===== config.mk =====
export PLATFORM = sky130hd
export DESIGN_NAME = ipt_ctrl
export DESIGN_NICKNAME = d
export VERILOG_FILES = /design/src/rtl/ipt_pkg.sv /design/src/rtl/ipt_ctrl.sv
export SDC_FILE = /design/constraint.sdc
export NUM_CORES = 1
export LEC_CHECK = 0
export BUFFER_PORTS_ARGS = -buffer_cell sky130_fd_sc_hd__buf_2
export CORE_AREA = 3 3 40 42
export CTS_BUF_LIST = sky130_fd_sc_hd__clkbuf_4 sky130_fd_sc_hd__clkbuf_8
export DETAILED_ROUTE_END_ITERATION = 6
export DIE_AREA = 0 0 43 45
export PLACE_DENSITY = 0.47
export SKIP_CTS_REPAIR_TIMING = 1
export SLEW_MARGIN = 15
export SYNTH_ARGS = -nofsm -noshare
export SYNTH_HDL_FRONTEND = slang
export SYNTH_SLANG_ARGS = --single-unit
export TNS_END_PERCENT = 100

===== constraint.sdc =====
create_clock -name clock -period 1.18 [get_ports clock]
set_input_delay 0.118 -clock clock [delete_from_list [all_inputs] [get_ports clock]]
set_output_delay 0.118 -clock clock [all_outputs]
set_load 0.005 [all_outputs]

===== src/rtl/ipt_pkg.sv =====
package ipt_pkg;

   // Default geometry of the frame store.
   localparam int FRAMES_DEF      = 32;
   localparam int FRAME_BYTES_DEF = 16;

   // Widths fixed by the item fields.
   localparam int OPCODE_W = 2;
   localparam int PID_W    = 8;
   localparam int PAGE_W   = 8;
   localparam int OFFSET_W = 4;
   localparam int BYTE_W   = 8;
   localparam int STATUS_W = 2;

   // Operation codes.
   localparam logic [OPCODE_W-1:0] OP_WRITE = 2'd0;
   localparam logic [OPCODE_W-1:0] OP_READ  = 2'd1;
   localparam logic [OPCODE_W-1:0] OP_FREE  = 2'd2;

   // Status codes.
   localparam logic [STATUS_W-1:0] ST_OK        = 2'd0;
   localparam logic [STATUS_W-1:0] ST_NO_FRAME  = 2'd1;
   localparam logic [STATUS_W-1:0] ST_NO_ACCESS = 2'd2;

   typedef struct packed {
      logic [OPCODE_W-1:0] opcode;
      logic [PID_W-1:0]    pid;
      logic [PAGE_W-1:0]   page;
      logic [OFFSET_W-1:0] offset;
      logic [BYTE_W-1:0]   write_data;
   } req_type;

   typedef struct packed {
      logic [BYTE_W-1:0]   read_data;
      logic [STATUS_W-1:0] status;
   } rsp_type;

   typedef enum logic [2:0] {
      S_IDLE,
      S_LOOKUP,
      S_DECIDE,
      S_CLEAR,
      S_WRITE,
      S_READ,
      S_DONE
   } state_type;

   // Commands from the controller to the datapath.
   typedef struct packed {
      logic req_load;
      logic lookup;
      logic decide;
      logic claim;
      logic free_pid;
      logic clear_step;
      logic mem_write;
      logic mem_read;
      logic rsp_load;
   } cmd_type;

   // Status from the datapath to the controller.
   typedef struct packed {
      logic is_write;
      logic is_read;
      logic is_free;
      logic pid_zero;
      logic hit;
      logic any_free;
      logic clear_last;
      logic rsp_ready;
   } stat_type;

endpackage


===== src/rtl/ipt_ctrl.sv =====
module ipt_ctrl import ipt_pkg::*; (
   input  logic     clock,
   input  logic     reset,
   input  logic     req_valid,
   output logic     req_stall,
   input  stat_type stat,
   output cmd_type  cmd
);

   state_type state_ff;
   state_type state_in;

   // A write that goes on to store a byte: a hit, or a miss with a frame to claim.
   logic write_go;
   assign write_go = stat.is_write && !stat.pid_zero && (stat.hit || stat.any_free);

   always_ff @(posedge clock) begin
      if (reset) begin
         state_ff <= S_IDLE;
      end else begin
         state_ff <= state_in;
      end
   end

   always_comb begin
      state_in = state_ff;
      unique case (state_ff)
         S_IDLE: begin
            if (req_valid) state_in = S_LOOKUP;
         end
         S_LOOKUP: state_in = S_DECIDE;
         S_DECIDE: begin
            if (write_go && stat.hit)           state_in = S_WRITE;
            else if (write_go)                  state_in = S_CLEAR;
            else if (stat.is_read && stat.hit)  state_in = S_READ;
            else                                state_in = S_DONE;
         end
         S_CLEAR: begin
            if (stat.clear_last) state_in = S_WRITE;
         end
         S_WRITE: state_in = S_DONE;
         S_READ:  state_in = S_DONE;
         S_DONE: begin
            if (stat.rsp_ready) state_in = S_IDLE;
         end
         default: state_in = S_IDLE;
      endcase
   end

   always_comb begin
      cmd       = '0;
      req_stall = 1'b1;
      unique case (state_ff)
         S_IDLE: begin
            req_stall    = 1'b0;
            cmd.req_load = req_valid;
         end
         S_LOOKUP: cmd.lookup = 1'b1;
         S_DECIDE: begin
            cmd.decide   = 1'b1;
            cmd.claim    = write_go && !stat.hit;
            cmd.free_pid = stat.is_free;
         end
         S_CLEAR: cmd.clear_step = 1'b1;
         S_WRITE: cmd.mem_write  = 1'b1;
         S_READ:  cmd.mem_read   = 1'b1;
         S_DONE:  cmd.rsp_load   = stat.rsp_ready;
         default: cmd = '0;
      endcase
   end

endmodule


==> results of run 1 <==
path summary, 6_finish.rpt:
kind / to / slack, ps / start
min: state_ff[1] / 90 / reset
max reg2reg: state_ff[2] / 110 / state_ff[2]
min reg2reg: state_ff[0] / 570 / state_ff[0]
max: cmd[5] / -20 / state_ff[0]
final cells by class:
type                       count  area (sq um)
fill                         140         784.5
multi-input combinational     30         232.7
timing repair buffer          24         140.1
sequential                     3         71.32
clock buffer                   4         30.03
tap                           15         18.77
inverter                       2         7.507
layer usage:
layer / track usage [%] / up-vias / wire [microns]
met5: 0 / - / 0
met4: 5.422 / 0 / 0
met3: 1.992 / 0 / 56
met2: 13.47 / 11 / 415
met1: 10.31 / 163 / 355
li1: - / 185 / -
cells in the final DEF, fill, tap and decap left out, types with 2 or more instances in the layout:
master and instances:
buf_2 19, nand2_1 5, and2_4 2, o21ai_1 4
o21ai_0 2, buf_4 3, buf_6 2, dfxtp_4 3
clkbuf_4 4
cell families (layout without fill, tap and decap cells):
kind of cell / Yosys count / count (layout) / share of synthesized area, %
simple gates: 19 / 19 / 41.34
compound gates: 11 / 11 / 31.11
buf+inv: 4 / 30 / 6.220
flops: 3 / 3 / 21.33
report_power, final:
part	switching, mW	internal, mW	total, mW
Sequential	0.0976	0.154	0.252
Combinational	0.216	0.279	0.495
Clock	0.0543	0.150	0.204
Total	0.368	0.583	0.951
==> run_results.csv, run 1 <==
group,metric,value,unit
die,die_w,43,microns
finish,final_cell_area,500.5,sq um
die,rows,13,
routing,drt_wl_total,826,microns
finish,drive_gt1_share,66.67,%
timing,rsz0062_at_grt,"yes",
clocking,clk_latency,230,ps
die,coreArea,1285,sq um
logic_synthesis,synth_top_area_share,21.33,%
critical_path,cp.arrival,1080,ps
critical_path,crit_family,"simple AND/OR/NAND/NOR gates",
placed_design,io_buffers,20,
critical_path,crit_path_top_delay_cell,"dfxtp_4",
placed_design,place_area,397.9,sq um
global_route,grt_max_degree,16,
clocking,cts_tree,"built",
finish,n_antenna_cell,0,
timing,fmax,831.5,MHz
finish,fin_cells,78,
min_path,holdCritPathClass,"input pin to register",
critical_path,worstSetupPathType,"register to primary output",
logic_synthesis,synth_common_cells,"nand2_1, o21ai_1, and2_1, dfxtp_1",
global_route,grt_remaining_overflow,0,
logic_synthesis,synth_area,281.5,sq um
logic_synthesis,yosysMostFrequentCell,"nand2_1",
power,power.total,951.1,uW
die,io_pins,21,
global_route,grt_use_total,8.479,%
finish,top_regs,"state_ff x3",
timing,setup_ws,-22.69,ps
timing,finalCritPeriodShare,101.9,%
timing,finalHoldViolCount,0,
placed_design,dp_hpwl,611,microns
critical_path,slowest_delay,370,ps
critical_path,crit_path_start_kind,"register",
logic_synthesis,ys_ff_latch,3,
global_route,grt_pass1_wl,1276,microns
finish,largest_reg_flops,3,
clocking,cts_htree_levels,1,
status,violations,"negative setup slack",
timing,min_period,1203,ps
timing,slew_headroom,86.43,%
timing,tightest_slew,202.8,ps
finish,nets,75,
logic_synthesis,netlist_instances,37,
critical_path,crit_chain,"nor2_4 > and2_4 > and2_4 > buf_6",
placed_design,dp.cells,71,
timing,fin_skew,7.107,ps
finish,area_growth,77.78,%
logic_synthesis,ys_async_sr_fraction,0,%
critical_path,reg2reg_depth,4,
critical_path,cp.required,1060,ps
critical_path,crit_buf_inv,1,
global_route,grt_pass1_vias,311,
routing,drtIter0Drc,3,
logic_synthesis,yosysUniqueCellTypes,21,
routing,viasPerCell,4.603,
finish,utilization,38.95,%
critical_path,critPathMostFrequentCell,"and2_4",
routing,firstDrtPassIters,2,
die,fp.dieH,45,microns
logic_synthesis,synth_enable_flop_cells,0,
routing,wl_per_cell,10.59,microns
critical_path,path_depth,4,
clocking,numCtsBuffers,3,
placed_design,gp_congestion,0.7178,
logic_synthesis,yosysWarningCount,0,
logic_synthesis,ys_top_cells_by_area,"dfxtp_1, o21ai_1, and2_1",
clocking,ctsLongestPathBuffers,2,
logic_synthesis,yosys.area.top_type,"dfxtp_1",
finish,regMostFlops,"state_ff",
critical_path,path_max_fanout,6,
timing,final_max_slew_viol_count,0,
routing,ant_nets,0,
timing,tns,-33.79,ps
logic_synthesis,synth_flop_cell,"dfxtp_1",
critical_path,end_kind,"primary output",
placed_design,pre_cts_ws,-47.42,ps
die,dieArea,1935,sq um
global_route,grt_antenna_before_repair,0,
power,total_leakage_power,0.2443,nW
clocking,cts_sinks,3,
logic_synthesis,ys_seq_area_share,21.33,%
timing,setup_viol,2,
power,powerDensity,1900,nW/um^2
routing,vias,359,
logic_synthesis,synth.avg_cell_area,7.609,sq um
die,start_util,21.91,%
routing,route.detailed.drc,0,
clocking,path_clk_slew,40,ps
timing,holdWs,87.29,ps
status,outcome,"complete, but fails checks",
min_path,hold_depth,2,
logic_synthesis,syn_nets,48,
power,ir_drop,610.0,uV
run,max_cap_viol_count,0,
clocking,cts_root_buf,"clkbuf_4",
Note: power is estimated with default switching activity, not from simulation.
==> run 2: changes to the inputs <==
clock period = 1.4 ns   (was 1.18 ns; I/O delays follow)
==> run_results.csv, run 2 (synthesized netlist as in run 1, its figures left out) <==
group,metric,value,unit
min_path,min_to,"state_ff[0]",
finish,nets,73,
critical_path,critPathMostFrequentCell,"and2_1",
critical_path,rr_endpoint,"state_ff[1]",
timing,fin_skew,3.535,ps
finish,final_common_cell,"buf_2",
global_route,grt_use_total,10.48,%
timing,final_max_slew_viol_count,0,
critical_path,crit_chain,"nor2_1 > and2_1 > and2_1 > buf_2",
finish,regMostFlops,"state_ff",
min_path,hold_depth,2,
timing,tightest_slew,244.2,ps
die,start_util,21.91,%
finish,n_antenna_cell,0,
finish,final_cell_area,442.9,sq um
critical_path,path_max_fanout,6,
global_route,grt_pass1_wl,1442,microns
global_route,grt_max_degree,9,
critical_path,end_kind,"primary output",
timing,setup_viol,0,
timing,rsz0062_at_grt,"yes",
routing,route.detailed.drc,0,
die,die_w,43,microns
die,io_pins,21,
die,rows,13,
clocking,ctsLongestPathBuffers,2,
die,fp.dieH,45,microns
power,power.net_switching,278.4,uW
routing,vias,341,
clocking,path_clk_slew,40,ps
power,powerDensity,1586,nW/um^2
routing,drtIter0Drc,0,
min_path,holdCritPathClass,"input pin to register",
critical_path,slowest_delay,350,ps
finish,layout_common_cells,"buf_2, nand2_1, o21ai_1, clkbuf_4, and2_1",
critical_path,crit_path_start_kind,"register",
finish,top_regs,"state_ff x3",
placed_design,place_area,405.4,sq um
routing,viasPerCell,4.487,
critical_path,crit_path_top_delay_cell,"dfxtp_1",
placed_design,gp_congestion,0.7559,
critical_path,cp.required,1260,ps
routing,firstDrtPassIters,1,
run,max_cap_viol_count,0,
global_route,grt_antenna_before_repair,0,
finish,utilization,34.47,%
placed_design,io_buffers,20,
finish,largest_reg_flops,3,
routing,drt_wl_total,806,microns
clocking,numCtsBuffers,3,
critical_path,cp.arrival,1210,ps
finish,area_growth,57.33,%
finish,fin_cells,76,
timing,min_period,1345,ps
critical_path,rrSetupSlack,330,ps
critical_path,reg2reg_depth,4,
finish,drive_gt1_share,57.38,%
power,total_leakage_power,0.2233,nW
clocking,cts_root_buf,"clkbuf_4",
die,coreArea,1285,sq um
routing,wl_per_cell,10.61,microns
power,p_int,423.9,uW
power,clkPwrFrac,24.6,%
clocking,cts_sinks,3,
min_path,hold_start,"reset",
routing,ant_nets,0,
clocking,cts_tree,"built",
clocking,cts_htree_levels,1,
timing,finalHoldViolCount,0,
placed_design,dp_hpwl,630.8,microns
global_route,grt_pass1_vias,333,
timing,fmax,743.4,MHz
timing,slew_headroom,83.63,%
power,ir_drop,599.9,uV
critical_path,r2r-start,"state_ff[1]",
status,outcome,"complete, no violations",
power,switching_share,39.64,%
critical_path,worstSetupPathType,"register to primary output",
timing,finalCritPeriodShare,96.08,%
global_route,grt_remaining_overflow,0,
power,sequentialPowerShare,24.8,%
die,dieArea,1935,sq um
placed_design,dp.cells,72,
power,pwr-share-comb,50.6,%
clocking,clk_latency,240,ps
==> run 2: cell count changes in the layout (fill, tap and decap cells not counted), moves of 2 or more <==
cell     delta
dfxtp_2     +2
dfxtp_4     -3
and2_4      -2
buf_6       -2
and2_1      +2
==> run 2: layer usage <==
layer	share of wire [%]	global-route usage, %
met5	0	0
met4	2.4	9.036
met3	7.7	5.179
met2	42	13.47
met1	48	12.74
==> run 2: worst max path at each step <==
stage | startpoint | end | slack [ps] | cells past startpoint
after floorplan | state_ff[2] | cmd[8] | 340 | 3
after global placement | state_ff[1] | state_ff[1] | 270 | 4
after detailed placement | state_ff[0] | cmd[8] | 270 | 3
after CTS | state_ff[0] | cmd[8] | 9 | 3
after global routing | state_ff[2] | cmd[5] | -40 | 4
final | state_ff[2] | cmd[5] | 50 | 4
==> run 2: layout make-up <==
cell class	instances	area, sq um
repair buffers	22	115.1
multi-input cells	30	209.0
flip-flops and latches	3	62.56
inverters	2	7.507
well taps	15	18.77
clock buffers	4	30.03
fillers	137	842.1
==> run 2: critical path: cells and delay by family, from the launching register on <==
kind	cells	cell delay, ps
buffers and inverters	1	100
flip-flops	1	350
AND/OR/NAND/NOR	3	510
==> run 2: power groups by stage <==
stage	Combinational [mW]	Sequential (mW)	Clock, mW
global placement	0.362	0.163	0
detailed placement	0.351	0.166	0
finish	0.355	0.174	0.173
global route	0.407	0.182	0.183
floorplan	0.238	0.142	0
CTS	0.353	0.164	0.180
==> run 2: stage by stage <==
| stage | hold slack [ps] | setup WS, ps | setup TNS [ps] | power [mW] |
|---|---|---|---|---|
| floorplan | 204.6 | 339.3 | 0 | 0.3798 |
| global route | 117.3 | -44.07 | -44.07 | 0.7714 |
| finish | 108.3 | 54.88 | 0 | 0.7023 |
| CTS | 103.0 | 9.265 | 0 | 0.6970 |
| detailed placement | 354.7 | 273.0 | 0 | 0.5161 |
| global placement | 361.7 | 269.3 | 0 | 0.5248 |
==> run 3: changes to the inputs <==
ABC_AREA = 1   (was default)
PLACE_DENSITY = 0.49   (was 0.47)
==> run_results.csv, run 3 <==
group,metric,value,unit
logic_synthesis,synth_top_area_share,18.97,%
run,max_cap_viol_count,0,
finish,layout_common_cells,"buf_2, inv_1, nand2_1, nor2_1",
die,start_util,24.63,%
clocking,cts_htree_levels,1,
timing,tightest_slew,225.4,ps
routing,vias,398,
logic_synthesis,syn_nets,71,
critical_path,crit_path_top_delay_cell,"dfxtp_1",
placed_design,dp_hpwl,667.4,microns
critical_path,rrSetupSlack,310,ps
logic_synthesis,yosysWarningCount,0,
power,powerDensity,1709,nW/um^2
routing,firstDrtPassIters,2,
critical_path,cp.required,1260,ps
logic_synthesis,ys_top_cells_by_area,"dfxtp_1, inv_1, nand2_1",
power,total_leakage_power,0.2981,nW
timing,finalHoldViolCount,0,
placed_design,dp.cells,94,
finish,regMostFlops,"state_ff",
logic_synthesis,synthMuxAreaShare,0,%
finish,area_growth,43.87,%
die,io_pins,21,
power,ir_drop,553.4,uV
min_path,hold_start,"reset",
timing,finalCritPeriodShare,88.84,%
routing,viasPerCell,4.061,
critical_path,cp.arrival,1100,ps
logic_synthesis,synth.avg_cell_area,5.276,sq um
min_path,hold_depth,2,
logic_synthesis,ys_seq_area_share,18.97,%
finish,utilization,35.44,%
critical_path,path_max_fanout,6,
finish,top_regs,"state_ff x3",
global_route,grt_remaining_overflow,0,
logic_synthesis,synth_area,316.6,sq um
die,die_w,43,microns
finish,final_common_cell,"buf_2",
critical_path,rr_endpoint,"state_ff[2]",
logic_synthesis,yosysUniqueCellTypes,16,
timing,fin_skew,3.890,ps
logic_synthesis,synth_enable_flop_cells,0,
clocking,ctsLongestPathBuffers,2,
logic_synthesis,ys_ff_latch,3,
clocking,path_clk_slew,40,ps
routing,wl_per_cell,7.888,microns
timing,tns,0,ps
logic_synthesis,netlist_instances,60,
clocking,cts_tree,"built",
routing,drt_wl_total,773,microns
finish,nets,95,
critical_path,slowest_delay,360,ps
finish,drive_gt1_share,40.96,%
timing,slew_headroom,84.86,%
clocking,cts_sinks,3,
clocking,cts_root_buf,"clkbuf_4",
die,coreArea,1285,sq um
min_path,holdCritPathClass,"input pin to register",
die,fp.dieH,45,microns
critical_path,crit_chain,"nor3_1 > inv_1 > nor2_1 > buf_2",
timing,fmax,804.0,MHz
logic_synthesis,synth_flop_cell,"dfxtp_1",
logic_synthesis,synth_common_cells,"inv_1, nand2_1, nor2_1",
status,outcome,"complete, no violations",
global_route,grt_pass1_vias,346,
logic_synthesis,synth_xor_area_share,0,%
critical_path,reg2reg_depth,7,
routing,drtIter0Drc,2,
global_route,grt_antenna_before_repair,0,
clocking,numCtsBuffers,3,
min_path,min_to,"state_ff[0]",
logic_synthesis,ys_async_sr_fraction,0,%
placed_design,gp_congestion,0.7424,
die,rows,13,
global_route,grt_use_total,9.892,%
clocking,clk_latency,230,ps
logic_synthesis,synthAdderAreaFrac,0,%
global_route,grt_pass1_wl,1414,microns
logic_synthesis,synth_top_family_by_area,"simple AND/OR/NAND/NOR gates",
finish,largest_reg_flops,3,
timing,rsz0062_at_grt,"no",
logic_synthesis,yosys.area_share.simple,47.04,%
critical_path,worstSetupPathType,"register to primary output",
critical_path,end_kind,"primary output",
timing,final_max_slew_viol_count,0,
global_route,grt_max_degree,9,
critical_path,r2r-start,"state_ff[0]",
placed_design,io_buffers,20,
logic_synthesis,synth_compound_area_share,10.28,%
routing,ant_nets,0,
routing,route.detailed.drc,0,
finish,fin_cells,98,
logic_synthesis,yosysMostFrequentCell,"inv_1",
timing,setup_viol,0,
logic_synthesis,yosys.area.top_type,"dfxtp_1",
die,dieArea,1935,sq um
power,power.total,778.3,uW
critical_path,crit_path_start_kind,"register",
finish,n_antenna_cell,0,
timing,min_period,1244,ps
-- run 3: metrics by stage --
stage / cell area (sq um) / setup slack, ps / hold slack (ps)
6_report: 455.4 / 156.2 / 100.8
5_1_grt: 455.4 / 36.31 / 110.4
4_1_cts: 454.2 / 92.01 / 101.6
3_5_place_dp: 424.2 / 299.7 / 340.7
3_3_place_gp: 424.2 / 303.6 / 343.1
2_1_floorplan: 316.6 / 382.5 / 202.4
-- run 3: report_power, final --
| part | switching [mW] | total (mW) | internal, mW |
|---|---|---|---|
| sequential | 0.0655 | 0.191 | 0.126 |
| combinational | 0.235 | 0.418 | 0.182 |
| clock | 0.0433 | 0.169 | 0.126 |
| total | 0.344 | 0.778 | 0.434 |
-- run 3: cells by family (layout without fill, tap and decap cells) --
| group | after synthesis | after routing |
|---|---|---|
| AND/OR/NAND/NOR | 34 | 34 |
| AO/OA/AOI/OAI | 5 | 5 |
| buffers and inverters | 18 | 41 |
| flip-flops | 3 | 3 |
-- run 3: area by class of cell --
cell class	instances	area, sq um
Fill cell	152	829.5
Multi-Input combinational cell	39	181.4
Timing Repair Buffer	20	100.1
Inverter	17	63.81
Sequential cell	3	61.31
Clock buffer	4	30.03
Tap cell	15	18.77
-- run 3: worst max-delay path by stage --
stage | startpoint | slack, ps | end | cells past startpoint
2_1_floorplan | state_ff[0] | 380 | state_ff[2] | 7
3_3_place_gp | state_ff[2] | 300 | state_ff[0] | 7
3_5_place_dp | state_ff[0] | 300 | state_ff[2] | 7
4_1_cts | state_ff[2] | 90 | cmd[8] | 4
5_1_grt | state_ff[0] | 40 | cmd[8] | 4
6_report | state_ff[0] | 160 | cmd[8] | 4
-- run 3: layer usage --
metal  GRT usage, %  share of wire (%)  vias up  wire length [microns]
met1          13.19                 47      157                    365
met2          14.67                 45       13                    348
met5              0                  0        -                      0
li1               -                  -      226                      -
met3          1.195                6.3        2                     49
met4          7.229                1.0        0                      8
-- run 3: critical path, delay by kind of cell, from the launching register on --
family,cells,cell delay (ps)
and+or+nand+nor,2,330
buffers and inverters,2,190
DFF,1,360
